--- src/rtl/skt_pkg.sv ---
package skt_pkg;

	localparam int unsigned ColCount   = 256;
	localparam int unsigned ColW       = $clog2(ColCount);
	localparam int unsigned QueueDepth = 4;
	localparam int unsigned QueuePtrW  = $clog2(QueueDepth);
	localparam int unsigned CountW     = 15;
	localparam int unsigned PosW       = 11;
	localparam int unsigned InBlkW     = 7;
	localparam int unsigned ChromaW    = 25;

	localparam logic [CountW-1:0] CountMax = {CountW{1'b1}};

	// bt.601 chroma coefficients in q16, offset of 128 in q16
	localparam logic signed [ChromaW-1:0] ChromaBase = 25'sd8388608;
	localparam logic signed [ChromaW-1:0] CoefCbB    = 25'sd28770;
	localparam logic signed [ChromaW-1:0] CoefCbR    = 25'sd9699;
	localparam logic signed [ChromaW-1:0] CoefCbG    = 25'sd19071;
	localparam logic signed [ChromaW-1:0] CoefCrR    = 25'sd28770;
	localparam logic signed [ChromaW-1:0] CoefCrG    = 25'sd24117;
	localparam logic signed [ChromaW-1:0] CoefCrB    = 25'sd4653;

	typedef enum logic [2:0] {
		REG_WIDTH  = 3'd0,
		REG_HEIGHT = 3'd1,
		REG_BLOCK  = 3'd2,
		REG_THRESH = 3'd3,
		REG_CB     = 3'd4,
		REG_CR     = 3'd5,
		REG_RANGE  = 3'd6
	} skt_reg_t;

	typedef struct packed {
		logic [PosW-1:0]   wm1;
		logic [PosW-1:0]   hm1;
		logic [InBlkW-1:0] bsm1;
		logic [CountW-1:0] thresh;
		logic [7:0]        cb_center;
		logic [7:0]        cr_center;
		logic [7:0]        half_range;
	} skt_cfg_t;

	typedef struct packed {
		logic            skin;
		logic [ColW-1:0] block_col;
		logic [7:0]      block_row;
		logic            emit;
		logic            frame_done;
		logic            frame_start;
	} skt_item_t;

endpackage

--- src/rtl/skt_queue.sv ---
module skt_queue (
	input  logic               clk,
	input  logic               arst_n,
	input  logic               push,
	input  skt_pkg::skt_item_t push_item,
	output logic               full,
	output logic               head_valid,
	output skt_pkg::skt_item_t head_item,
	input  logic               pop
);

	skt_pkg::skt_item_t               q_mem [skt_pkg::QueueDepth];
	logic [skt_pkg::QueuePtrW-1:0]    wr_ptr_q, rd_ptr_q;
	logic [skt_pkg::QueuePtrW:0]      count_q;

	assign full       = count_q == (skt_pkg::QueuePtrW + 1)'(skt_pkg::QueueDepth);
	assign head_valid = count_q != '0;
	assign head_item  = q_mem[rd_ptr_q];

	always_ff @(posedge clk or negedge arst_n) begin
		if (!arst_n) begin
			wr_ptr_q <= '0;
			rd_ptr_q <= '0;
			count_q  <= '0;
		end else begin
			if (push) begin
				wr_ptr_q <= wr_ptr_q + 1'b1;
			end
			if (pop) begin
				rd_ptr_q <= rd_ptr_q + 1'b1;
			end
			if (push && !pop) begin
				count_q <= count_q + 1'b1;
			end else if (pop && !push) begin
				count_q <= count_q - 1'b1;
			end
		end
	end

	always_ff @(posedge clk) begin
		if (push) begin
			q_mem[wr_ptr_q] <= push_item;
		end
	end

endmodule

--- config.mk ---
export PLATFORM = sky130hd
export DESIGN_NAME = skt_queue
export DESIGN_NICKNAME = d
export VERILOG_FILES = /design/src/rtl/skt_pkg.sv /design/src/rtl/skt_queue.sv
export SDC_FILE = /design/constraint.sdc
export NUM_CORES = 1
export LEC_CHECK = 0
export BUFFER_PORTS_ARGS = -buffer_cell sky130_fd_sc_hd__buf_2
export CAP_MARGIN = 0
export CORE_MARGIN = 3
export CORE_UTILIZATION = 60
export CTS_CLUSTER_SIZE = 25
export DETAILED_ROUTE_END_ITERATION = 12
export PLACE_DENSITY_LB_ADDON = 0.3
export SLEW_MARGIN = 15
export SYNTH_ARGS = -nofsm -noshare
export SYNTH_HDL_FRONTEND = slang
export SYNTH_SLANG_ARGS = --single-unit
--- constraint.sdc ---
create_clock -name clk -period 3.62 [get_ports clk]
set_clock_uncertainty 0.05 [all_clocks]
set_input_delay 0.362 -clock clk [delete_from_list [all_inputs] [get_ports clk]]
set_output_delay 0.362 -clock clk [all_outputs]
set_load 0.005 [all_outputs]
Word level (Yosys, flattened, before mapping)
Memory sizes are Yosys's and may differ from the RTL's.
Cells that the tools add are included.
{"block": "classes", "add_sub_neg": 4, "eq_ne": 1, "n_mux": 4, "reduce_logical": 6}
{"op": "3-bit two-way mux", "n": 2}
{"op": "2-bit by 1-bit adder with 2-bit output, second input constant", "n": 2}
{"op": "3-bit by 1-bit adder with 3-bit output, second input constant", "n": 1}
{"op": "3-bit equality test, second input constant", "n": 1}
{"op": "3-bit nonzero test", "n": 1}
{"op": "3-bit by 1-bit subtractor with 3-bit output, second input constant", "n": 1}
{"op": "1-bit logical AND", "n": 2}
{"op": "1-bit zero test", "n": 2}
{"op": "1-bit two-way mux", "n": 2}
{"op": "2-bit nonzero test", "n": 1}
{"block": "word_totals", "regBits": 7, "ram_bits": 80, "in_bits": 24, "out_inout_bits": 22, "elab_cells": 19, "n_memories": 1}
{"memory": "q_mem", "words": 4, "word_bits": 20, "rd": 1, "rd_clocked_by_memory_dff": 0, "wr": 1, "line_no": "skt_queue.sv:12", "rtl": "skt_pkg::skt_item_t q_mem [skt_pkg::QueueDepth];"}

Longest topological paths before layout
{"block": "logic_depth", "word_depth": 4, "ltp_mapped": 7, "depth_no_buf": 7}

Least setup slack after synthesis
OpenSTA, ideal clock, no wires.
{"block": "synth_timing", "path_type": "flip-flop to flip-flop", "startpoint": "register wr_ptr_q[0] (netlist name)", "endpoint": "memory q_mem[0][0] (netlist name), enable pin", "setup_time_ns": 0.378, "arrival_ns": 1.142, "required_time_ns": 3.192, "setup_slack_ns": 2.050, "path_stages_with_launch": 4, "path_buffers": 0, "synth_period_minus_slack_ns": 1.570, "path_cell_list": "dfrtp_1 inv_1 ha_1 and2_1"}
{"item": "start: declaration", "line_no": "skt_queue.sv:13", "rtl": "logic [skt_pkg::QueuePtrW-1:0] wr_ptr_q, rd_ptr_q;"}
{"item": "start signal: assignment", "line_no": "skt_queue.sv:27", "rtl": "wr_ptr_q <= wr_ptr_q + 1'b1;"}
{"item": "end: declaration", "line_no": "skt_queue.sv:12"}
Straight into the memory's write port.

==> results.yml <==
outcome:
  status: "complete, no violations"
critical_path:
  crit_path_start_kind: "flop"
  r2r_cells: 3
  worst-r2r-setup-slack_ps: 1730
  rr_endpoint: "q_mem[0][14]$_DFFE_PP_"
  critPathArrivalTime_ps: 2130
  critical_path_class: "flop to primary output"
  critical_path.max_fanout: 12
  worst_reg2reg_path_startpoint: "wr_ptr_q[0]$_DFFE_PN0P_"
  cp-end-kind: "primary output"
  cp.required_ps: 3210
synth:
  synth_area_per_cell_sq_um: 23.8
  yosysSeqAreaShare_pct: 78.5
  synth_warnings: 0
  netlist_area_sq_mm: 0.00328
  synthesis.nets: 168
  syn_inst: 138
  synth_cell_types: 18
  ys_seq_elements: 87
sta:
  min_period_over_period_pct: 70.3
  finalSetupTns_ps: 0
  rsz0062_at_grt: "no"
  timing.slew.headroom_pct: 31.0
  finalCriticalPeriod_ps: 2540
  final-setup-viol-count: 0
  report.final.hold_viol_count: 0
  worst-slew-pin-transition_ps: 1030
  slew_violations: 0
  max_freq_mhz: 393
die:
  die_x_um: 80.0
  core_sq_mm: 0.00520
  floorplan.initialDensity_pct: 63.1
  io_pins: 46
  design.die.area_sq_mm: 0.00640
  core_rows: 26
  die_height_um: 80.0
routing:
  detail_route.iter0.violations: 58
  wl_per_cell_um: 19.0
  via_count: 1443
  drt_wl_total_um: 5040
  remaining_drc_errors: 0
  pre_antenna_drt_iters: 4
  per_cell_via_count_in_the_routed_design: 5.42
  drt.antenna.violating_nets: 0
cts:
  cts.sinks: 87
  postCtsSetupBuffers: 0
  cts-root-buf: "clkbuf_8"
  worstSkewPairLatency_ps: 340
  cts_resized: 0
  cts_tree: "built"
  cts-root-to-sink-buffers: 2
  cts-buffers-inserted: 9
  htree_num_levels: 3
  clk_transition_reported_paths_ps: 80
power_and_ir_drop:
  vdd_ir_drop_max_mv: 0.487
  leakage_nw: 1.35
  cellPowerDensity_mw_per_mm2: 744
hold_path:
  timing.hold.worst_path_depth: 1
  min-delay-path-class: "input pin to flop"
  hold_end: "q_mem[0][0]$_DFFE_PP_"
  worst_min_path_start: "push_item[0]"
layout:
  number_of_diodes: 0
  utilization_pct: 72.2
  finish.cell_count_without_fillers: 266
  post_route_cells_drive_above_1_share_pct: 40.3
  flow.area_growth_from_synthesis_pct: 14.5
  final_net_count: 222
global_routing:
  overflow: 0
  grt_usage_pct: 18.0
  grt_start_max_net_pins: 22
  first_global_vias: 1542
  antenna_found_initial: 0
  wire_length_of_the_first_global_routing_pass_um: 7980
job:
  drv.max_cap_violation_count: 0
placed_design:
  post-dp-hpwl_um: 3290
  io_buffer_count: 45
  gp_congestion: 0.672
  dp_cells: 250
## routing by layer
metal	vias up	global-route usage [%]	share of wire, %
met5	-	0	0
met4	0	9.12	1.8
met3	9	4.18	5.1
met2	45	28.6	52
met1	722	23.6	41
li1	667	-	-
## layout make-up
cell class	count	area [sq um]
flip-flops and latches	87	2580
repair buffers	47	243
multi-input cells	43	659
fillers	319	1450
well taps	70	87.6
clock buffers	10	128
clock inverters	5	50.0
inverters	4	15.0
## layout by cell type (no fill, tap or decap)
master	count
edfxtp_1	80
buf_2	45
mux4_2	18
clkbuf_8	9
dfrtp_1	7
ha_1	5
inv_1	4
and2_1	4
xor2_1	4
clkinv_2	4
mux4_1	2
xnor2_1	2
nand2_1	2
or3_1	1
nor3b_1	1
mux2_2	1
o21ai_0	1
nor2_1	1
fa_1	1
bufinv_16	1
clkbuf_1	1
dlygate4sd3_1	1
buf_4	1
## cells by family after synthesis
kind of cell / Yosys count / share of synthesized area [%]
compound gates: 1 / 0.152
xor+xnor: 6 / 1.60
fa+ha+maj: 6 / 2.51
buf+inv: 8 / 1.45
flops: 87 / 78.5
mux: 21 / 14.3
simple gates: 9 / 1.52
## power breakdown
part / total [mW] / switching, mW / internal, mW
combinational: 0.712 / 0.310 / 0.401
sequential: 1.48 / 0.147 / 1.33
clock: 0.612 / 0.301 / 0.310
## timing repair
item | in CTS | in global routing
endpoints found under the setup margin | 0 | 0
hold buffers | 1 | 0
hold endpoints to repair | 7 | 0
## Yosys cell counts
cell type,instances,share of area [%]
and2_1,4,0.76
buf_2,2,0.30
buf_6,2,0.69
dfrtp_1,7,5.3
edfxtp_1,80,73
fa_1,1,0.61
ha_1,5,1.9
inv_1,4,0.46
mux2_2,1,0.34
mux4_1,2,1.6
mux4_2,18,12
nand2_1,2,0.23
nor2_1,1,0.11
nor3b_1,1,0.23
o21ai_0,1,0.15
or3_1,1,0.19
xnor2_1,2,0.53
xor2_1,4,1.1
## through the flow
step / hold WS (ps) / worst slack, ps / instance area (sq um) / total power [mW]
6_report: 182 / 1080 / 3760 / 2.80
3_5_place_dp: 158 / 1380 / 3570 / 2.24
4_1_cts: 165 / 997 / 3760 / 2.84
3_3_place_gp: 146 / 1390 / 3570 / 2.19
2_1_floorplan: 16.4 / 2050 / 3280 / 1.95
5_1_grt: 164 / 875 / 3760 / 2.96
## critical path, cell delays in order, from the launching register on
cell     delay [ps]
dfrtp_1         750
buf_4           360
mux4_2          530
buf_2           140
## worst max-delay path by stage
stage                                  startpoint                     to
final                     rd_ptr_q[0]$_DFFE_PN0P_          head_item[10]
after global routing      rd_ptr_q[0]$_DFFE_PN0P_          head_item[10]
after CTS                 rd_ptr_q[0]$_DFFE_PN0P_           head_item[4]
after detailed placement  rd_ptr_q[0]$_DFFE_PN0P_           head_item[4]
after global placement    rd_ptr_q[0]$_DFFE_PN0P_          head_item[10]
after floorplan           wr_ptr_q[0]$_DFFE_PN0P_  q_mem[0][0]$_DFFE_PP_
## registers in the layout, indices dropped and copies added (netlist names)
signal    cells
rd_ptr_q      2
count_q       3
wr_ptr_q      2
q_mem        80
No activity file was read; power rests on OpenSTA's default activity.
