$ cat config.mk
export PLATFORM = sky130hd
export DESIGN_NAME = skt_back
export DESIGN_NICKNAME = d
export VERILOG_FILES = /design/src/rtl/skt_pkg.sv /design/src/rtl/skt_back.sv
export SDC_FILE = /design/constraint.sdc
export NUM_CORES = 2
export LEC_CHECK = 0
export BUFFER_PORTS_ARGS = -buffer_cell sky130_fd_sc_hd__clkbuf_2
export CELL_PAD_IN_SITES_DETAIL_PLACEMENT = 0
export CELL_PAD_IN_SITES_GLOBAL_PLACEMENT = 2
export CORE_MARGIN = 10
export CORE_UTILIZATION = 52
export DETAILED_ROUTE_END_ITERATION = 8
export GPL_TIMING_DRIVEN = 1
export PLACE_DENSITY_LB_ADDON = 0.1
export SYNTH_ARGS = -nofsm -noshare
export SYNTH_HDL_FRONTEND = slang
export SYNTH_SLANG_ARGS = --single-unit
$ cat constraint.sdc
create_clock -name clk -period 15.7 [get_ports clk]
set_clock_uncertainty 0.1 [all_clocks]
set_input_delay 0.785 -clock clk [delete_from_list [all_inputs] [get_ports clk]]
set_output_delay 0.785 -clock clk [all_outputs]
set_load 0.02 [all_outputs]
$ cat src/rtl/skt_pkg.sv
package skt_pkg;

	localparam int unsigned ColCount   = 256;
	localparam int unsigned ColW       = $clog2(ColCount);
	localparam int unsigned QueueDepth = 4;
	localparam int unsigned QueuePtrW  = $clog2(QueueDepth);
	localparam int unsigned CountW     = 15;
	localparam int unsigned PosW       = 11;
	localparam int unsigned InBlkW     = 7;
	localparam int unsigned ChromaW    = 25;

	localparam logic [CountW-1:0] CountMax = {CountW{1'b1}};

	// bt.601 chroma coefficients in q16, offset of 128 in q16
	localparam logic signed [ChromaW-1:0] ChromaBase = 25'sd8388608;
	localparam logic signed [ChromaW-1:0] CoefCbB    = 25'sd28770;
	localparam logic signed [ChromaW-1:0] CoefCbR    = 25'sd9699;
	localparam logic signed [ChromaW-1:0] CoefCbG    = 25'sd19071;
	localparam logic signed [ChromaW-1:0] CoefCrR    = 25'sd28770;
	localparam logic signed [ChromaW-1:0] CoefCrG    = 25'sd24117;
	localparam logic signed [ChromaW-1:0] CoefCrB    = 25'sd4653;

	typedef enum logic [2:0] {
		REG_WIDTH  = 3'd0,
		REG_HEIGHT = 3'd1,
		REG_BLOCK  = 3'd2,
		REG_THRESH = 3'd3,
		REG_CB     = 3'd4,
		REG_CR     = 3'd5,
		REG_RANGE  = 3'd6
	} skt_reg_t;

	typedef struct packed {
		logic [PosW-1:0]   wm1;
		logic [PosW-1:0]   hm1;
		logic [InBlkW-1:0] bsm1;
		logic [CountW-1:0] thresh;
		logic [7:0]        cb_center;
		logic [7:0]        cr_center;
		logic [7:0]        half_range;
	} skt_cfg_t;

	typedef struct packed {
		logic            skin;
		logic [ColW-1:0] block_col;
		logic [7:0]      block_row;
		logic            emit;
		logic            frame_done;
		logic            frame_start;
	} skt_item_t;

endpackage

$ cat src/rtl/skt_back.sv
module skt_back (
	input  logic                       clk,
	input  logic                       arst_n,
	input  logic [skt_pkg::CountW-1:0] thresh,
	input  logic                       head_valid,
	input  skt_pkg::skt_item_t         head_item,
	output logic                       pop,
	output logic                       out_valid,
	input  logic                       out_stall,
	output logic [7:0]                 block_col,
	output logic [7:0]                 block_row,
	output logic [14:0]                skin_count,
	output logic                       block_cleared,
	output logic                       frame_done
);

	logic [skt_pkg::CountW-1:0]   count_mem [skt_pkg::ColCount];
	logic [skt_pkg::ColCount-1:0] cnt_valid_q;

	logic                         valid_s3;
	skt_pkg::skt_item_t           item_s3;
	logic [skt_pkg::CountW-1:0]   rdata_s3;
	logic                         fwd_s3;
	logic [skt_pkg::CountW-1:0]   fwd_data_s3;

	logic                         valid_s4;
	logic                         adv_s3;
	logic                         load_s3;
	logic [skt_pkg::CountW-1:0]   old_cnt, new_cnt, wr_cnt;

	assign adv_s3  = valid_s3 && (!item_s3.emit || !valid_s4 || !out_stall);
	assign load_s3 = head_valid && (!valid_s3 || adv_s3);
	assign pop     = load_s3;

	always_comb begin
		if (item_s3.frame_start) begin
			old_cnt = '0;
		end else if (fwd_s3) begin
			old_cnt = fwd_data_s3;
		end else if (cnt_valid_q[item_s3.block_col]) begin
			old_cnt = rdata_s3;
		end else begin
			old_cnt = '0;
		end
		new_cnt = (item_s3.skin && old_cnt != skt_pkg::CountMax) ? old_cnt + 1'b1 : old_cnt;
		wr_cnt  = item_s3.emit ? '0 : new_cnt;
	end

	always_ff @(posedge clk or negedge arst_n) begin
		if (!arst_n) begin
			valid_s3    <= 1'b0;
			valid_s4    <= 1'b0;
			cnt_valid_q <= '0;
		end else begin
			if (load_s3) begin
				valid_s3 <= 1'b1;
			end else if (adv_s3) begin
				valid_s3 <= 1'b0;
			end
			if (adv_s3) begin
				if (item_s3.frame_start) begin
					cnt_valid_q <= {{(skt_pkg::ColCount-1){1'b0}}, 1'b1} << item_s3.block_col;
				end else begin
					cnt_valid_q[item_s3.block_col] <= 1'b1;
				end
			end
			if (adv_s3 && item_s3.emit) begin
				valid_s4 <= 1'b1;
			end else if (!out_stall) begin
				valid_s4 <= 1'b0;
			end
		end
	end

	// counter memory, read on entry, written back when the transaction leaves
	always_ff @(posedge clk) begin
		if (load_s3) begin
			item_s3     <= head_item;
			rdata_s3    <= count_mem[head_item.block_col];
			fwd_s3      <= adv_s3 && (head_item.block_col == item_s3.block_col);
			fwd_data_s3 <= wr_cnt;
		end
		if (adv_s3) begin
			count_mem[item_s3.block_col] <= wr_cnt;
		end
		if (adv_s3 && item_s3.emit) begin
			block_col     <= item_s3.block_col;
			block_row     <= item_s3.block_row;
			skin_count    <= new_cnt;
			block_cleared <= new_cnt <= thresh;
			frame_done    <= item_s3.frame_done;
		end
	end

	assign out_valid = valid_s4;

endmodule

# ---- Word level (Yosys, flattened, before mapping)
# Memory sizes are Yosys's and may differ from the RTL's. A register that Yosys moved wholly into a read port is not among the register bits.
# Cells that the tools add are included.
dict set report word_totals {
  ff_bits 327
  mem_count 1
  word_cells 56
  output_inout_bits 35
  mem_bits_rw 3840
  input_bits 39
}
dict set report op_classes {
  n_eq_ne 3
  n_mux 16
  shifts 1
  reduce_logical 14
  order_cmp 3
  bitwise 1
  n_addsub 1
}
# memory words word_bits rd rd_clocked_by_memory_dff write_ports line
set mem_list {}
lappend mem_list {count_mem 256 15 1 1 1 skt_back.sv:17} ;# logic [skt_pkg::CountW-1:0] count_mem [skt_pkg::ColCount];
# op count
set ops {}
lappend ops {{2-to-1 mux 256 bit} 1}
lappend ops {{OR 256 bit} 1}
lappend ops {{left shift 1 x 8 -> 256 bit, first input constant} 1}
lappend ops {{2-to-1 mux 15 bit} 5}
lappend ops {{adder 15 x 1 -> 15 bit, second input constant} 1}
lappend ops {{<= comparator 15 bit} 1}
lappend ops {{!= test 15 bit, second input constant} 1}
lappend ops {{< comparator 8 x 9 -> 1 bit, second input constant} 1}
lappend ops {{binary-select mux 1 bit (select 8 bit)} 1}
lappend ops {{demux 1 bit (select 8 bit)} 1}
lappend ops {{equality test 8 bit} 1}
lappend ops {{greater-or-equal comparator 8 x 1 -> 1 bit, second input constant} 1}
lappend ops {{2-to-1 mux 1 bit} 8}
lappend ops {{logical AND 1 bit} 6}
lappend ops {{zero test 1 bit} 4}
lappend ops {{logical OR 1 bit} 3}
lappend ops {{!= test 2 x 1 -> 1 bit, second input constant} 1}
lappend ops {{nonzero test 2 bit} 1}

# ---- Logic depth before layout (Yosys ltp)
dict set report logic_depth {
  depth_word 9
  ltp_mapped 31
  depth_no_buf 25
}

# ---- Worst setup path before layout
# No wires, ideal clock.
dict set report synth_path {
  kind {flip-flop to flip-flop}
  from {register item_s3[11] (netlist name)}
  to {memory count_mem[0][12] (netlist name) (data pin)}
  path_slack_ns 2.607
  synth_period_minus_slack_ns 13.093
  path_buffers 6
  arrival_time_ns 11.352
  required_time_ns 13.959
  setup_ns 1.641
  path_stages_with_launch 21
  cell_sequence {edfxtp_1 > buf_4 > buf_6 > buf_6 > buf_4 > buf_4 > mux2i_1 > a22oi_1 > nand3_1 > a311o_1 > o2111ai_2 > and2_1 > buf_6 > nand3b_1 > a21oi_1 > ha_1 > nand2_1 > nor4_1 > nand3_1 > nor4b_2 > mux2i_1}
}
dict set report synth_via {
  elab_chain_len 9
  word_cells_on_any_way 10
  cone_classes {add/sub: 1; eq/ne: 1; mux: 7; reduce/logical: 1}
}
# element line
set synth_rtl {}
lappend synth_rtl {{start, declared} skt_back.sv:21} ;# skt_pkg::skt_item_t item_s3;
lappend synth_rtl {{start signal, assigned} skt_back.sv:78} ;# item_s3 <= head_item;
lappend synth_rtl {{binary-select mux 1 bit (select 8 bit) (*)} skt_back.sv:40} ;# end else if (cnt_valid_q[item_s3.block_col]) begin
lappend synth_rtl {{2-to-1 mux 1 bit (implied by the code) (*)} skt_back.sv:40}
lappend synth_rtl {{2-to-1 mux 15 bit (*)} skt_back.sv:40}
lappend synth_rtl {{2-to-1 mux 15 bit (*)} skt_back.sv:38} ;# end else if (fwd_s3) begin
lappend synth_rtl {{2-to-1 mux 15 bit (*)} skt_back.sv:36} ;# if (item_s3.frame_start) begin
lappend synth_rtl {{branches (longest 2 deep; another with adder 15 x 1 -> 15 bit)} n/a}
lappend synth_rtl {{2-to-1 mux 15 bit (*)} skt_back.sv:45} ;# new_cnt = (item_s3.skin && old_cnt != skt_pkg::CountMax) ? old_cnt + 1'b1 : old_cnt;
lappend synth_rtl {{2-to-1 mux 15 bit (*)} skt_back.sv:46} ;# wr_cnt = item_s3.emit ? '0 : new_cnt;
lappend synth_rtl {{net wr_cnt (one bit)} skt_back.sv:29} ;# logic [skt_pkg::CountW-1:0] old_cnt, new_cnt, wr_cnt;
lappend synth_rtl {{end, declared} skt_back.sv:17}
# Mark *: on every way through the listed nets, which the timed path passes. The select of a mux whose other input is x is not followed.

# ---- Final worst setup path
dict set report layout_path {
  from {register item_s3[11] (netlist name)}
  to {memory count_mem[202][4] (netlist name) (data pin)}
}
dict set report layout_via {
  elab_chain_len 9
  word_cells_on_any_way 10
  cone_classes {add/sub: 1; eq/ne: 1; mux: 7; reduce/logical: 1}
}
# element line
set layout_rtl {}
lappend layout_rtl {{binary-select mux 1 bit (select 8 bit) (*)} skt_back.sv:40}
lappend layout_rtl {{2-to-1 mux 1 bit (implied by the code) (*)} skt_back.sv:40}
lappend layout_rtl {{2-to-1 mux 15 bit (*)} skt_back.sv:40}
lappend layout_rtl {{2-to-1 mux 15 bit (*)} skt_back.sv:38}
lappend layout_rtl {{2-to-1 mux 15 bit (*)} skt_back.sv:36}
lappend layout_rtl {{branches (longest 2 deep; another with adder 15 x 1 -> 15 bit)} n/a}
lappend layout_rtl {{2-to-1 mux 15 bit (*)} skt_back.sv:45}
lappend layout_rtl {{net new_cnt (one bit)} skt_back.sv:29}
lappend layout_rtl {{2-to-1 mux 15 bit (*)} skt_back.sv:46}
lappend layout_rtl {{net wr_cnt (one bit)} skt_back.sv:29}
# Marked as above.

==> results.json <==
{
  "worstHoldPathType": "reg -> reg",
  "die_y_um": 577,
  "gr-total-overflow": 0,
  "drc": 0,
  "cts_tree": "yes",
  "path_class": "reg -> reg",
  "start_util": 0.522,
  "synth_flop_cell": "edfxtp_1",
  "cts-root-buf": "clkbuf_16",
  "synth_cell_types": 69,
  "r2r_start": "item_s3[11]",
  "status": "complete, no violations",
  "drtPass1Iterations": 6,
  "syn-mean-instance-area_sq_um": 23.5,
  "p_leak_nw": 60.4,
  "grt_pass1_vias": 77721,
  "period_minus_slack_ns": 9.17,
  "syn_area_sq_mm": 0.161,
  "yosysSeqAreaShare": 0.770,
  "slew_headroom": 0.118,
  "arrival_ns": 9.65,
  "io_buffers": 73,
  "final_nets": 7239,
  "wirelength_mm": 448,
  "numCtsBuffers": 425,
  "crit_fanout": 108,
  "vdd_drop_max_mv": 0.0884,
  "area_delta_synth_final_pct": 12.8,
  "r2r_slack_ns": 6.53,
  "hold_start": "item_s3[10]",
  "drt-vias-per-instance": 6.60,
  "rsz0062_at_grt": "false",
  "synth-simple-area-share": 0.0131,
  "synth-seq-cells": 4182,
  "cts_sinks": 4182,
  "ctsHtreeMaxLevel": 5,
  "async_flop_share": 0.0617,
  "yosys_warnings": 0,
  "std_cell_rows": 204,
  "synthAdderAreaFrac": 0.00124,
  "gp_congestion": 0.881,
  "antenna_found_initial": 31,
  "drv_slew": 0,
  "drive_above_1_share": 0.318,
  "r2r_cells": 18,
  "synthMuxAreaShare": 0.188,
  "timing.fmax_ghz": 0.109,
  "worst_hold_path.num_cells": 0,
  "insertion_delay_ns": 0.96,
  "cap_violations": 0,
  "setup_violations": 0,
  "synthTopCellsByArea": "edfxtp_1 (73%), mux4_2 (18%), dfrtp_1 (4.0%)",
  "n_fill_cell": 21904,
  "synth_top_area_share": 0.730,
  "track_usage": 0.268,
  "setup_tns_ns": 0,
  "synth_common_cells": "edfxtp_1 (3924), mux4_2 (1307), nor2_1 (280)",
  "die_x_um": 577,
  "wl_per_cell_um": 38.4,
  "grt_pass1_wl_mm": 626,
  "min_to": "block_row[7]",
  "tightest_slew_ns": 1.32,
  "synth_top_family_by_area": "multiplexers",
  "ios": 74,
  "reg2reg_to": "count_mem[202][4]",
  "p_total_mw": 23.1,
  "synth_edf_count": 3924,
  "synth_compound_area_frac": 0.0170,
  "end_kind": "flop",
  "synthCells": 6866,
  "cp.required_ns": 16.17,
  "grt_max_degree": 258,
  "dieArea_sq_mm": 0.333,
  "cts.path.max_buffers": 4,
  "core-area_sq_mm": 0.309,
  "synth.most_common_cell": "edfxtp_1",
  "num_vias": 76974,
  "powerDensity_mw_per_mm2": 127,
  "dpl.hpwl_mm": 248,
  "startpoint_type": "flop",
  "post-route-period-util": 0.584,
  "synth_xor_area_frac": 0.000814,
  "yosysTopAreaCell": "edfxtp_1",
  "drt_iter0_drc": 10333,
  "ant_nets": 0,
  "hold_viol": 0,
  "clk_pin_slew_ns": 0.06,
  "synth_nets": 6921
}
[routing by layer]
| metal | up-vias | global-route usage | share of wire |
|---|---|---|---|
| met1 | 42812 | 0.403 | 0.42 |
| met5 | - | 0 | 0.00034 |
| met4 | 22 | 0.0668 | 0.029 |
| met3 | 665 | 0.0467 | 0.082 |
| met2 | 3480 | 0.417 | 0.47 |
| li1 | 29995 | - | - |
[worst max-delay path by stage]
stage,startpoint,end,slack (ns),cells past startpoint
6_report,item_s3[11],count_mem[202][4],6.53,18
5_1_grt,item_s3[11],count_mem[203][4],5.89,18
4_1_cts,item_s3[11],count_mem[203][4],6.62,18
3_5_place_dp,item_s3[11],count_mem[203][4],6.67,18
3_3_place_gp,item_s3[11],count_mem[158][4],7.01,18
2_1_floorplan,item_s3[11],count_mem[0][12],2.61,20
[layout make-up]
type                    instances  area (sq um)  area share
inverters                      18          67.6    0.000371
clock buffers                 550         11400      0.0629
multi-input cells            2281         37100       0.204
clock inverters               226          1810     0.00995
well taps                    4120          5150      0.0283
diodes                         15          37.5    0.000206
repair buffers                276          2130      0.0117
flip-flops and latches       4182        124000       0.683
[logic make-up (layout without fill, tap and decap cells)]
group	after synthesis	after routing
compound gates	367	367
flops	4182	4182
xor+xnor	15	15
buf+inv	403	1070
mux	1393	1393
simple gates	490	490
fa+ha+maj	16	16
other cells	0	15
[metrics by stage]
step | utilization | setup slack, ns | instance area [sq um] | cells | hold WS, ns
2_1_floorplan | - | 2.61 | 161000 | 6866 | 0.300
3_3_place_gp | 0.546 | 7.01 | 169000 | 10861 | 0.304
5_1_grt | 0.589 | 5.89 | 182000 | 11655 | 0.328
6_report | 0.589 | 6.53 | 182000 | 11668 | 0.319
3_5_place_dp | 0.546 | 6.67 | 169000 | 10861 | 0.308
4_1_cts | 0.589 | 6.62 | 182000 | 11653 | 0.273
[layout by cell type (no fill, tap or decap), drive strengths merged, types with 9 or more instances in the layout]
master | synthesis | final
and2 | 14 | 14
nand3 | 18 | 18
buf | 111 | 194
clkinvlp | 0 | 14
nor2 | 280 | 280
nor2b | 12 | 12
clkinv | 0 | 180
a22oi | 24 | 24
ha | 16 | 16
inv | 18 | 25
mux4 | 1307 | 1307
mux2i | 83 | 83
edfxtp | 3924 | 3924
dfrtp | 258 | 258
dlygate4sd3 | 0 | 16
nand4 | 13 | 13
diode | 0 | 15
nand2 | 103 | 103
o21ai | 15 | 15
bufinv | 0 | 25
nor3 | 9 | 9
nand2b | 14 | 14
a21o | 261 | 261
a21oi | 18 | 18
xnor2 | 12 | 12
clkbuf | 274 | 616
[sequential cells by signal, indices dropped and copies added (netlist names)]
| signal | cells |
|---|---|
| block_cleared | 1 |
| block_col | 8 |
| block_row | 8 |
| cnt_valid_q | 256 |
| count_mem | 3840 |
| frame_done | 1 |
| fwd_data_s3 | 15 |
| fwd_s3 | 1 |
| item_s3 | 20 |
| out_valid | 1 |
| rdata_s3 | 15 |
| skin_count | 15 |
| valid_s3 | 1 |
[worst max-delay path, cell delays in order (launching register included)]
cell       delay [ns]
edfxtp_1         0.89
buf_4            0.77
mux2i_1          0.20
a22o_1           0.26
a221oi_1         0.35
o32ai_1          0.12
a2111oi_0        0.50
a2111o_1         0.60
and2_1           0.36
nand3b_1         0.11
a21oi_1          0.47
ha_1             0.28
nand2_1          0.07
nor4_1           0.62
nor2_1           0.09
a21oi_1          0.33
and2_4           0.77
buf_4            0.75
buf_4            0.84
[what timing repair did]
| item | in CTS | in global routing |
|---|---|---|
| hold buffers | 16 | 0 |
| setup buffers | 0 | 0 |
| hold endpoints to repair | 112 | 0 |
| setup endpoints to repair | 0 | 0 |
| resized for setup | 0 | 0 |
[report_power, final]
part / total [mW] / leakage, nW / internal (mW) / switching, mW
registers: 12.2 / 39.8 / 12.2 / 0.0250
clock network: 9.73 / 6.47 / 5.53 / 4.20
logic: 1.16 / 14.2 / 0.434 / 0.725
Power figures use the tool's default switching activity.
