==> src/rtl/skt_pkg.sv <==
package skt_pkg;

	localparam int unsigned ColCount   = 256;
	localparam int unsigned ColW       = $clog2(ColCount);
	localparam int unsigned QueueDepth = 4;
	localparam int unsigned QueuePtrW  = $clog2(QueueDepth);
	localparam int unsigned CountW     = 15;
	localparam int unsigned PosW       = 11;
	localparam int unsigned InBlkW     = 7;
	localparam int unsigned ChromaW    = 25;

	localparam logic [CountW-1:0] CountMax = {CountW{1'b1}};

	// bt.601 chroma coefficients in q16, offset of 128 in q16
	localparam logic signed [ChromaW-1:0] ChromaBase = 25'sd8388608;
	localparam logic signed [ChromaW-1:0] CoefCbB    = 25'sd28770;
	localparam logic signed [ChromaW-1:0] CoefCbR    = 25'sd9699;
	localparam logic signed [ChromaW-1:0] CoefCbG    = 25'sd19071;
	localparam logic signed [ChromaW-1:0] CoefCrR    = 25'sd28770;
	localparam logic signed [ChromaW-1:0] CoefCrG    = 25'sd24117;
	localparam logic signed [ChromaW-1:0] CoefCrB    = 25'sd4653;

	typedef enum logic [2:0] {
		REG_WIDTH  = 3'd0,
		REG_HEIGHT = 3'd1,
		REG_BLOCK  = 3'd2,
		REG_THRESH = 3'd3,
		REG_CB     = 3'd4,
		REG_CR     = 3'd5,
		REG_RANGE  = 3'd6
	} skt_reg_t;

	typedef struct packed {
		logic [PosW-1:0]   wm1;
		logic [PosW-1:0]   hm1;
		logic [InBlkW-1:0] bsm1;
		logic [CountW-1:0] thresh;
		logic [7:0]        cb_center;
		logic [7:0]        cr_center;
		logic [7:0]        half_range;
	} skt_cfg_t;

	typedef struct packed {
		logic            skin;
		logic [ColW-1:0] block_col;
		logic [7:0]      block_row;
		logic            emit;
		logic            frame_done;
		logic            frame_start;
	} skt_item_t;

endpackage

==> src/rtl/skt_front.sv <==
module skt_front (
	input  logic               clk,
	input  logic               arst_n,
	input  skt_pkg::skt_cfg_t  cfg,
	input  logic               in_valid,
	output logic               in_stall,
	input  logic [7:0]         red,
	input  logic [7:0]         green,
	input  logic [7:0]         blue,
	input  logic               frame_start,
	output logic               push,
	output skt_pkg::skt_item_t push_item,
	input  logic               q_full
);

	logic                           move;
	logic                           accept;

	logic [skt_pkg::PosW-1:0]       pixel_x_q, pixel_y_q;
	logic [skt_pkg::InBlkW-1:0]     x_in_block_q, y_in_block_q;
	logic [skt_pkg::ColW-1:0]       block_x_q;
	logic [7:0]                     block_y_q;

	logic [skt_pkg::PosW-1:0]       cur_px, cur_py, nxt_px, nxt_py;
	logic [skt_pkg::InBlkW-1:0]     cur_xib, cur_yib, nxt_xib, nxt_yib;
	logic [skt_pkg::ColW-1:0]       cur_bx, nxt_bx;
	logic [7:0]                     cur_by, nxt_by;
	logic                           row_end, col_end, bx_end, by_end;

	logic                           valid_s1;
	logic [7:0]                     red_s1, green_s1, blue_s1;
	logic [skt_pkg::ColW-1:0]       col_s1;
	logic [7:0]                     row_s1;
	logic                           emit_s1, done_s1, start_s1;

	logic signed [skt_pkg::ChromaW-1:0] r_ext, g_ext, b_ext, cb_sum, cr_sum;

	logic                           valid_s2;
	logic [7:0]                     cb_s2, cr_s2;
	logic [skt_pkg::ColW-1:0]       col_s2;
	logic [7:0]                     row_s2;
	logic                           emit_s2, done_s2, start_s2;

	logic signed [9:0]              cb_v, cr_v, cb_lo, cb_hi, cr_lo, cr_hi;
	logic                           skin;

	assign move     = !(valid_s2 && q_full);
	assign in_stall = !move;
	assign accept   = in_valid && move;
	assign push     = valid_s2 && move;

	// position tracking, frame start restarts at the origin
	always_comb begin
		cur_px  = frame_start ? '0 : pixel_x_q;
		cur_py  = frame_start ? '0 : pixel_y_q;
		cur_xib = frame_start ? '0 : x_in_block_q;
		cur_yib = frame_start ? '0 : y_in_block_q;
		cur_bx  = frame_start ? '0 : block_x_q;
		cur_by  = frame_start ? '0 : block_y_q;

		row_end = cur_px >= cfg.wm1;
		col_end = cur_py >= cfg.hm1;
		bx_end  = row_end || (cur_xib >= cfg.bsm1);
		by_end  = col_end || (cur_yib >= cfg.bsm1);

		nxt_px  = cur_px;
		nxt_py  = cur_py;
		nxt_xib = cur_xib;
		nxt_yib = cur_yib;
		nxt_bx  = cur_bx;
		nxt_by  = cur_by;
		if (row_end) begin
			nxt_px  = '0;
			nxt_xib = '0;
			nxt_bx  = '0;
			if (col_end) begin
				nxt_py  = '0;
				nxt_yib = '0;
				nxt_by  = '0;
			end else begin
				nxt_py = cur_py + 1'b1;
				if (by_end) begin
					nxt_yib = '0;
					nxt_by  = cur_by + 1'b1;
				end else begin
					nxt_yib = cur_yib + 1'b1;
				end
			end
		end else begin
			nxt_px = cur_px + 1'b1;
			if (bx_end) begin
				nxt_xib = '0;
				nxt_bx  = cur_bx + 1'b1;
			end else begin
				nxt_xib = cur_xib + 1'b1;
			end
		end
	end

	always_ff @(posedge clk or negedge arst_n) begin
		if (!arst_n) begin
			pixel_x_q    <= '0;
			pixel_y_q    <= '0;
			x_in_block_q <= '0;
			y_in_block_q <= '0;
			block_x_q    <= '0;
			block_y_q    <= '0;
			valid_s1     <= 1'b0;
			valid_s2     <= 1'b0;
		end else begin
			if (accept) begin
				pixel_x_q    <= nxt_px;
				pixel_y_q    <= nxt_py;
				x_in_block_q <= nxt_xib;
				y_in_block_q <= nxt_yib;
				block_x_q    <= nxt_bx;
				block_y_q    <= nxt_by;
			end
			if (move) begin
				valid_s1 <= accept;
				valid_s2 <= valid_s1;
			end
		end
	end

	always_ff @(posedge clk) begin
		if (accept) begin
			red_s1   <= red;
			green_s1 <= green;
			blue_s1  <= blue;
			col_s1   <= cur_bx;
			row_s1   <= cur_by;
			emit_s1  <= bx_end && by_end;
			done_s1  <= row_end && col_end;
			start_s1 <= frame_start;
		end
		if (move) begin
			cb_s2    <= cb_sum[23:16];
			cr_s2    <= cr_sum[23:16];
			col_s2   <= col_s1;
			row_s2   <= row_s1;
			emit_s2  <= emit_s1;
			done_s2  <= done_s1;
			start_s2 <= start_s1;
		end
	end

	// q16 chroma, always positive so the floor is a plain bit slice
	always_comb begin
		r_ext  = $signed({17'd0, red_s1});
		g_ext  = $signed({17'd0, green_s1});
		b_ext  = $signed({17'd0, blue_s1});
		cb_sum = skt_pkg::ChromaBase + skt_pkg::CoefCbB * b_ext
			- skt_pkg::CoefCbR * r_ext - skt_pkg::CoefCbG * g_ext;
		cr_sum = skt_pkg::ChromaBase + skt_pkg::CoefCrR * r_ext
			- skt_pkg::CoefCrG * g_ext - skt_pkg::CoefCrB * b_ext;
	end

	always_comb begin
		cb_v  = $signed({2'b00, cb_s2});
		cr_v  = $signed({2'b00, cr_s2});
		cb_lo = $signed({2'b00, cfg.cb_center}) - $signed({2'b00, cfg.half_range});
		cb_hi = $signed({2'b00, cfg.cb_center}) + $signed({2'b00, cfg.half_range});
		cr_lo = $signed({2'b00, cfg.cr_center}) - $signed({2'b00, cfg.half_range});
		cr_hi = $signed({2'b00, cfg.cr_center}) + $signed({2'b00, cfg.half_range});
		skin  = (cb_v > cb_lo) && (cb_v < cb_hi) && (cr_v > cr_lo) && (cr_v < cr_hi);

		push_item.skin        = skin;
		push_item.block_col   = col_s2;
		push_item.block_row   = row_s2;
		push_item.emit        = emit_s2;
		push_item.frame_done  = done_s2;
		push_item.frame_start = start_s2;
	end

endmodule

==> config.mk <==
export PLATFORM = sky130hd
export DESIGN_NAME = skt_front
export DESIGN_NICKNAME = d
export VERILOG_FILES = /design/src/rtl/skt_pkg.sv /design/src/rtl/skt_front.sv
export SDC_FILE = /design/constraint.sdc
export NUM_CORES = 1
export LEC_CHECK = 0
export BUFFER_PORTS_ARGS = -buffer_cell sky130_fd_sc_hd__buf_2
export CAP_MARGIN = 15
export CORE_AREA = 2 2 290 292
export CTS_CLUSTER_SIZE = 14
export DETAILED_ROUTE_END_ITERATION = 12
export DIE_AREA = 0 0 292 294
export HOLD_SLACK_MARGIN = 0.12
export PLACE_DENSITY = 0.42
export SYNTH_ARGS = -nofsm -noshare
export SYNTH_HDL_FRONTEND = slang
export SYNTH_SLANG_ARGS = --single-unit
==> constraint.sdc <==
create_clock -name clk -period 17.5 [get_ports clk]
set_clock_uncertainty 0.05 [all_clocks]
set_input_delay 1.75 -clock clk [delete_from_list [all_inputs] [get_ports clk]]
set_output_delay 1.75 -clock clk [all_outputs]
set_load 0.01 [all_outputs]
**Word-level counts from Yosys, hierarchy flattened**

Index checks and enable logic that the tools add are counted.

- Register bits after elaboration: 132
- Output and inout port bits: 22
- Logic and storage cells: 83

- Order comparisons: 8
- $add $sub $neg: 16
- Reductions and logical operators: 11
- Multipliers: 6
- Muxes and demuxes: 19

Operators with widths:

| kind | number |
|---|---|
| multiplier 14 x 8 -> 22 bit, first input constant | 3 |
| two-way mux 8 bit | 7 |
| two-way mux 11 bit | 5 |
| two-way mux 7 bit | 7 |
| adder 24 x 23 -> 24 bit, first input constant | 2 |
| subtractor 24 bit | 2 |
| multiplier 15 x 8 -> 23 bit, first input constant | 2 |
| subtractor 24 x 22 -> 24 bit | 1 |
| subtractor 24 x 23 -> 24 bit | 1 |
| adder 11 x 1 -> 11 bit, second input constant | 2 |
| greater-or-equal comparator 11 bit | 2 |
| multiplier 13 x 8 -> 21 bit, first input constant | 1 |
| adder 8 x 8 -> 9 bit | 2 |
| greater-than comparator 9 bit | 2 |
| less-than comparator 8 x 9 -> 1 bit | 2 |
| subtractor 8 x 8 -> 9 bit | 2 |
| adder 8 x 1 -> 8 bit, second input constant | 2 |
| adder 7 x 1 -> 7 bit, second input constant | 2 |
| greater-or-equal comparator 7 bit | 2 |
| logical AND 1 bit | 8 |
| logical OR 1 bit | 2 |
| logical NOT 1 bit | 1 |

**Longest topological paths before layout**

- Depth in word-level cells: 6
- Gate-level depth with buffers: 27

**Worst setup path after synthesis**

OpenSTA, ideal clock, no wires.

- Kind: register -> register
- Start: register green_s1[6]
- End: register cb_s2[7] (data pin)
- Stages on the path, launching flop included: 26
- Required time: 17.188 ns
- Path slack: 10.769 ns
- Clock period less this slack: 6.731 ns
- Buffers on the path: 0
- Data arrival time: 6.419 ns
- Setup time: 0.262 ns
- Path through: edfxtp_1 fa_1 xor2_1 ha_1 fa_1 inv_1 fa_1 inv_1 ha_1 a21o_1 a21o_1 a21oi_1 o311ai_0 a31oi_1 nor2b_1 nor2_1 xnor2_1 fa_1 inv_1 ha_1 a211oi_1 a21oi_1 nor2b_1 a211oi_1 a21oi_1 xor2_1

- Cells in the longest elaborated chain, start to end: 2

RTL lines:

| item | RTL line | source |
|---|---|---|
| start, declared | skt_front.sv:31 | `logic [7:0] red_s1, green_s1, blue_s1;` |
| start signal, assigned | skt_front.sv:129 | `green_s1 <= green;` |
| multiplier 15 x 8 -> 23 bit | skt_front.sv:154 | `- skt_pkg::CoefCbR * r_ext - skt_pkg::CoefCbG * g_ext;` |
| subtractor 24 bit | skt_front.sv:154 |  |
| named net cb_sum (one bit) | skt_front.sv:36 | `logic signed [skt_pkg::ChromaW-1:0] r_ext, g_ext, b_ext, cb_sum, cr_sum;` |
| end signal, assigned | skt_front.sv:138 | `cb_s2 <= cb_sum[23:16];` |
| end, declared | skt_front.sv:39 | `logic [7:0] cb_s2, cr_s2;` |

The timed path passes the listed nets, and every way through them passes these cells.
A chain may end at the register's enable or synchronous reset.

**Worst setup path after layout**

- Start: register blue_s1[4]
- End: register cr_s2[7] (data pin)

- Cells in the longest elaborated chain, start to end: 2

RTL lines:

| item | RTL line | source |
|---|---|---|
| start, declared | skt_front.sv:31 |  |
| start signal, assigned | skt_front.sv:130 | `blue_s1 <= blue;` |
| multiplier 13 x 8 -> 21 bit | skt_front.sv:156 | `- skt_pkg::CoefCrG * g_ext - skt_pkg::CoefCrB * b_ext;` |
| subtractor 24 x 22 -> 24 bit | skt_front.sv:156 |  |
| named net cr_sum (one bit) | skt_front.sv:36 |  |
| end signal, assigned | skt_front.sv:139 | `cr_s2 <= cr_sum[23:16];` |
| end, declared | skt_front.sv:39 |  |

The timed path passes the listed nets, and every way through them passes these cells.

==> impl_metrics.env <==
export IMPL_hold_viol=0
export IMPL_first_iter_violations=525
export IMPL_seq_area_frac_synth=0.180
export IMPL_muxShareOfSynthArea=0.00250
export IMPL_synth_most_common_cell="ha_1"
export IMPL_end_kind="flip-flop"
export IMPL_max_clock_path_buffers=2
export IMPL_syn_nets=2939
export IMPL_via_per_inst=4.48
export IMPL_yosys_area_top_type="ha_1"
export IMPL_tightest_slew_ps=1050
export IMPL_dieArea_mm2=0.0858
export IMPL_cts_resized=0
export IMPL_synth_xor_area_frac=0.0537
export IMPL_synth_avg_cell_area_um2=9.24
export IMPL_crit_top_cell="ha_1"
export IMPL_dp_slack_ps=9560
export IMPL_cts_setup_buffers=0
export IMPL_num_vias=15300
export IMPL_num_io_pins=119
export IMPL_status="finished clean"
export IMPL_clkLatencyLatePin_ps=470
export IMPL_cpPeakStageDelay_ps=740
export IMPL_ys_ff_latch=132
export IMPL_drive_gt1_frac=0.0752
export IMPL_syn2layout_area_growth_pct=11.9
export IMPL_synth_top_family_by_area="adder cells"
export IMPL_drt_pass1_iter_count=5
export IMPL_synthTopCellsByArea="ha_1, fa_1, edfxtp_1"
export IMPL_cap_violations=0
export IMPL_clk_pin_slew_worst_paths_ps=70
export IMPL_synthTopCellsByCount="ha_1, inv_1, fa_1, a21oi_1, o21ai_0"
export IMPL_synth_distinct_cells=73
export IMPL_fin_setup_tns_ps=0
export IMPL_wire_per_inst_um=15.7
export IMPL_period_minus_slack_ps=7910
export IMPL_cts_buffers=17
export IMPL_timing_setup_critical_path_class="reg2reg"
export IMPL_fin_crit_sh=0.452
export IMPL_grt_antenna_before_repair=1
export IMPL_dpl_hpwl_um=44600
export IMPL_yosys_warnings=0
export IMPL_fp_coreArea_mm2=0.0829
export IMPL_maxSlewViolCount=0
export IMPL_synthAdderAreaFrac=0.432
export IMPL_antenna_cells=0
export IMPL_cp_slowest_cell="edfxtp_1"
export IMPL_overflow=0
export IMPL_rsz0062_at_grt="no"
export IMPL_async_flop_share=0.409
export IMPL_h_tree_depth=4
export IMPL_layout_setup_ws_ps=9590
export IMPL_wl_um=53600
export IMPL_grt_pass1_vias=16200
export IMPL_cts_tree="done"
export IMPL_gp_congestion=0.847
export IMPL_multiInputGateArea_mm2=0.0152
export IMPL_synth_area_mm2=0.0205
export IMPL_rows=106
export IMPL_drc=0
export IMPL_finalSetupViolations=0
export IMPL_dp_cells=3388
export IMPL_fmax_mhz=126
export IMPL_regArea_mm2=0.00369
export IMPL_leakagePower_uw=0.0117
export IMPL_final_cells=3420
export IMPL_port_buffer_count=103
export IMPL_hold_path_class="reg2reg"
export IMPL_placed_area_mm2=0.0224
export IMPL_synth_edff_count=78
export IMPL_num_nets_final=3043
export IMPL_synth_simple_area_share=0.111
export IMPL_grt_max_degree=66
export IMPL_r2r_setup_slack_ps=9590
export IMPL_yosys_area_top_type_share=0.285
export IMPL_nFillCells=8784
export IMPL_cp_required_ps=17660
export IMPL_holdBufCountCts=0
export IMPL_synth_flop_cell="edfxtp_1"
export IMPL_synth_compound_area_frac=0.139
export IMPL_design_area_mm2=0.0230
export IMPL_start_util=0.248
export IMPL_die_w_um=292
export IMPL_vdd_ir_drop_max_uv=103
export IMPL_powerDensity_mw_per_mm2=198
export IMPL_drtAntennaViolNets=0
export IMPL_cp_arrival_ps=8070
export IMPL_cts_root_buf="clkbuf_16"
export IMPL_cp_max_fo=9
export IMPL_netlist_instances=2223
export IMPL_grt_first_pass_wirelength_um=87500
export IMPL_slew_headroom=0.303
export IMPL_crit_path_start_kind="flip-flop"
export IMPL_track_usage=0.130
export IMPL_die_h_um=294
export IMPL_clock_sinks=132
## path summary, 6_finish.rpt
path / to / from / cells after the start
worst min register to register: row_s2[0]$_DFFE_PN_ / row_s1[0]$_DFFE_PP_ / 0
worst min-delay path: row_s2[0]$_DFFE_PN_ / row_s1[0]$_DFFE_PP_ / 0
min in group asynchronous: pixel_y_q[10]$_DFFE_PN0P_ / arst_n / 2
worst max register to register: cr_s2[7]$_DFFE_PN_ / blue_s1[4]$_DFFE_PP_ / 25
worst max-delay path: cr_s2[7]$_DFFE_PN_ / blue_s1[4]$_DFFE_PP_ / 25
max in group asynchronous: x_in_block_q[0]$_DFFE_PN0P_ / arst_n / 2
## cells in the final DEF (no fill, tap or decap), drive strengths merged, types with 16 or more instances in the layout
cell type	netlist	final
inv	415	418
and3	16	16
nand2	97	97
o21ai	105	105
fa	151	151
nand2b	38	38
a21oi	133	133
nand3	43	43
or2	19	19
nor3	34	34
xor2	34	34
xnor2	92	92
nor2	94	94
o21a	18	18
ha	468	468
nor2b	60	60
a21o	55	55
dfrtp	54	54
buf	8	114
clkbuf	21	18
edfxtp	78	78
## critical path: cells and delay by family (launching register included)
family / cells / cell delay (ps)
compound gates: 9 / 2780
flops: 1 / 740
simple gates: 6 / 870
fa+ha+maj: 7 / 2880
buf+inv: 2 / 110
xor+xnor: 1 / 200
## flip-flops by register name, indices dropped and copies added, names as in the netlist, 7 cells and up
name and count:
row_s2 8, green_s1 8, cb_s2 8, blue_s1 8, block_x_q 8, red_s1 8, row_s1 8, col_s1 8
x_in_block_q 7, cr_s2 8, pixel_y_q 11, pixel_x_q 11, col_s2 8, block_y_q 8, y_in_block_q 7
## kinds of logic (layout without fill, tap and decap cells)
family,after synthesis,count (layout)
AND/OR/NAND/NOR,450,450
flip-flops,132,132
adder cells (fa/ha/maj),619,619
multiplexers,5,5
XOR/XNOR,126,126
buffers and inverters,444,561
AO/OA/AOI/OAI,447,447
## power breakdown
group	internal (µW)	switching (µW)	leakage, µW
Combinational	1520	2130	0.00988
Sequential	469	40.9	0.00151
Clock	226	162	0.000295
Total	2220	2330	0.0117
## stage by stage
step / total power [µW] / hold WS, ps / utilization
5_1_grt: 5150 / 378 / 0.277
3_5_place_dp: 4210 / 355 / 0.270
6_report: 4550 / 368 / 0.277
2_1_floorplan: 3210 / 350 / -
4_1_cts: 4640 / 371 / 0.277
3_3_place_gp: 4140 / 354 / 0.270
## final cells by class
class | instances | area share
timing repair buffer | 114 | 0.0260
tap | 1080 | 0.0588
clock buffer | 18 | 0.0187
sequential | 132 | 0.161
clock inverter | 14 | 0.00762
multi-input combinational | 1647 | 0.660
inverter | 415 | 0.0678
## metal layers
layer,global-route usage,vias up,part of all wire
met5,0,-,0.00015
met4,0.0444,2,0.029
met3,0.0208,57,0.029
met2,0.219,200,0.47
met1,0.169,7247,0.48
li1,-,7809,-
Power figures use the tool's default switching activity.
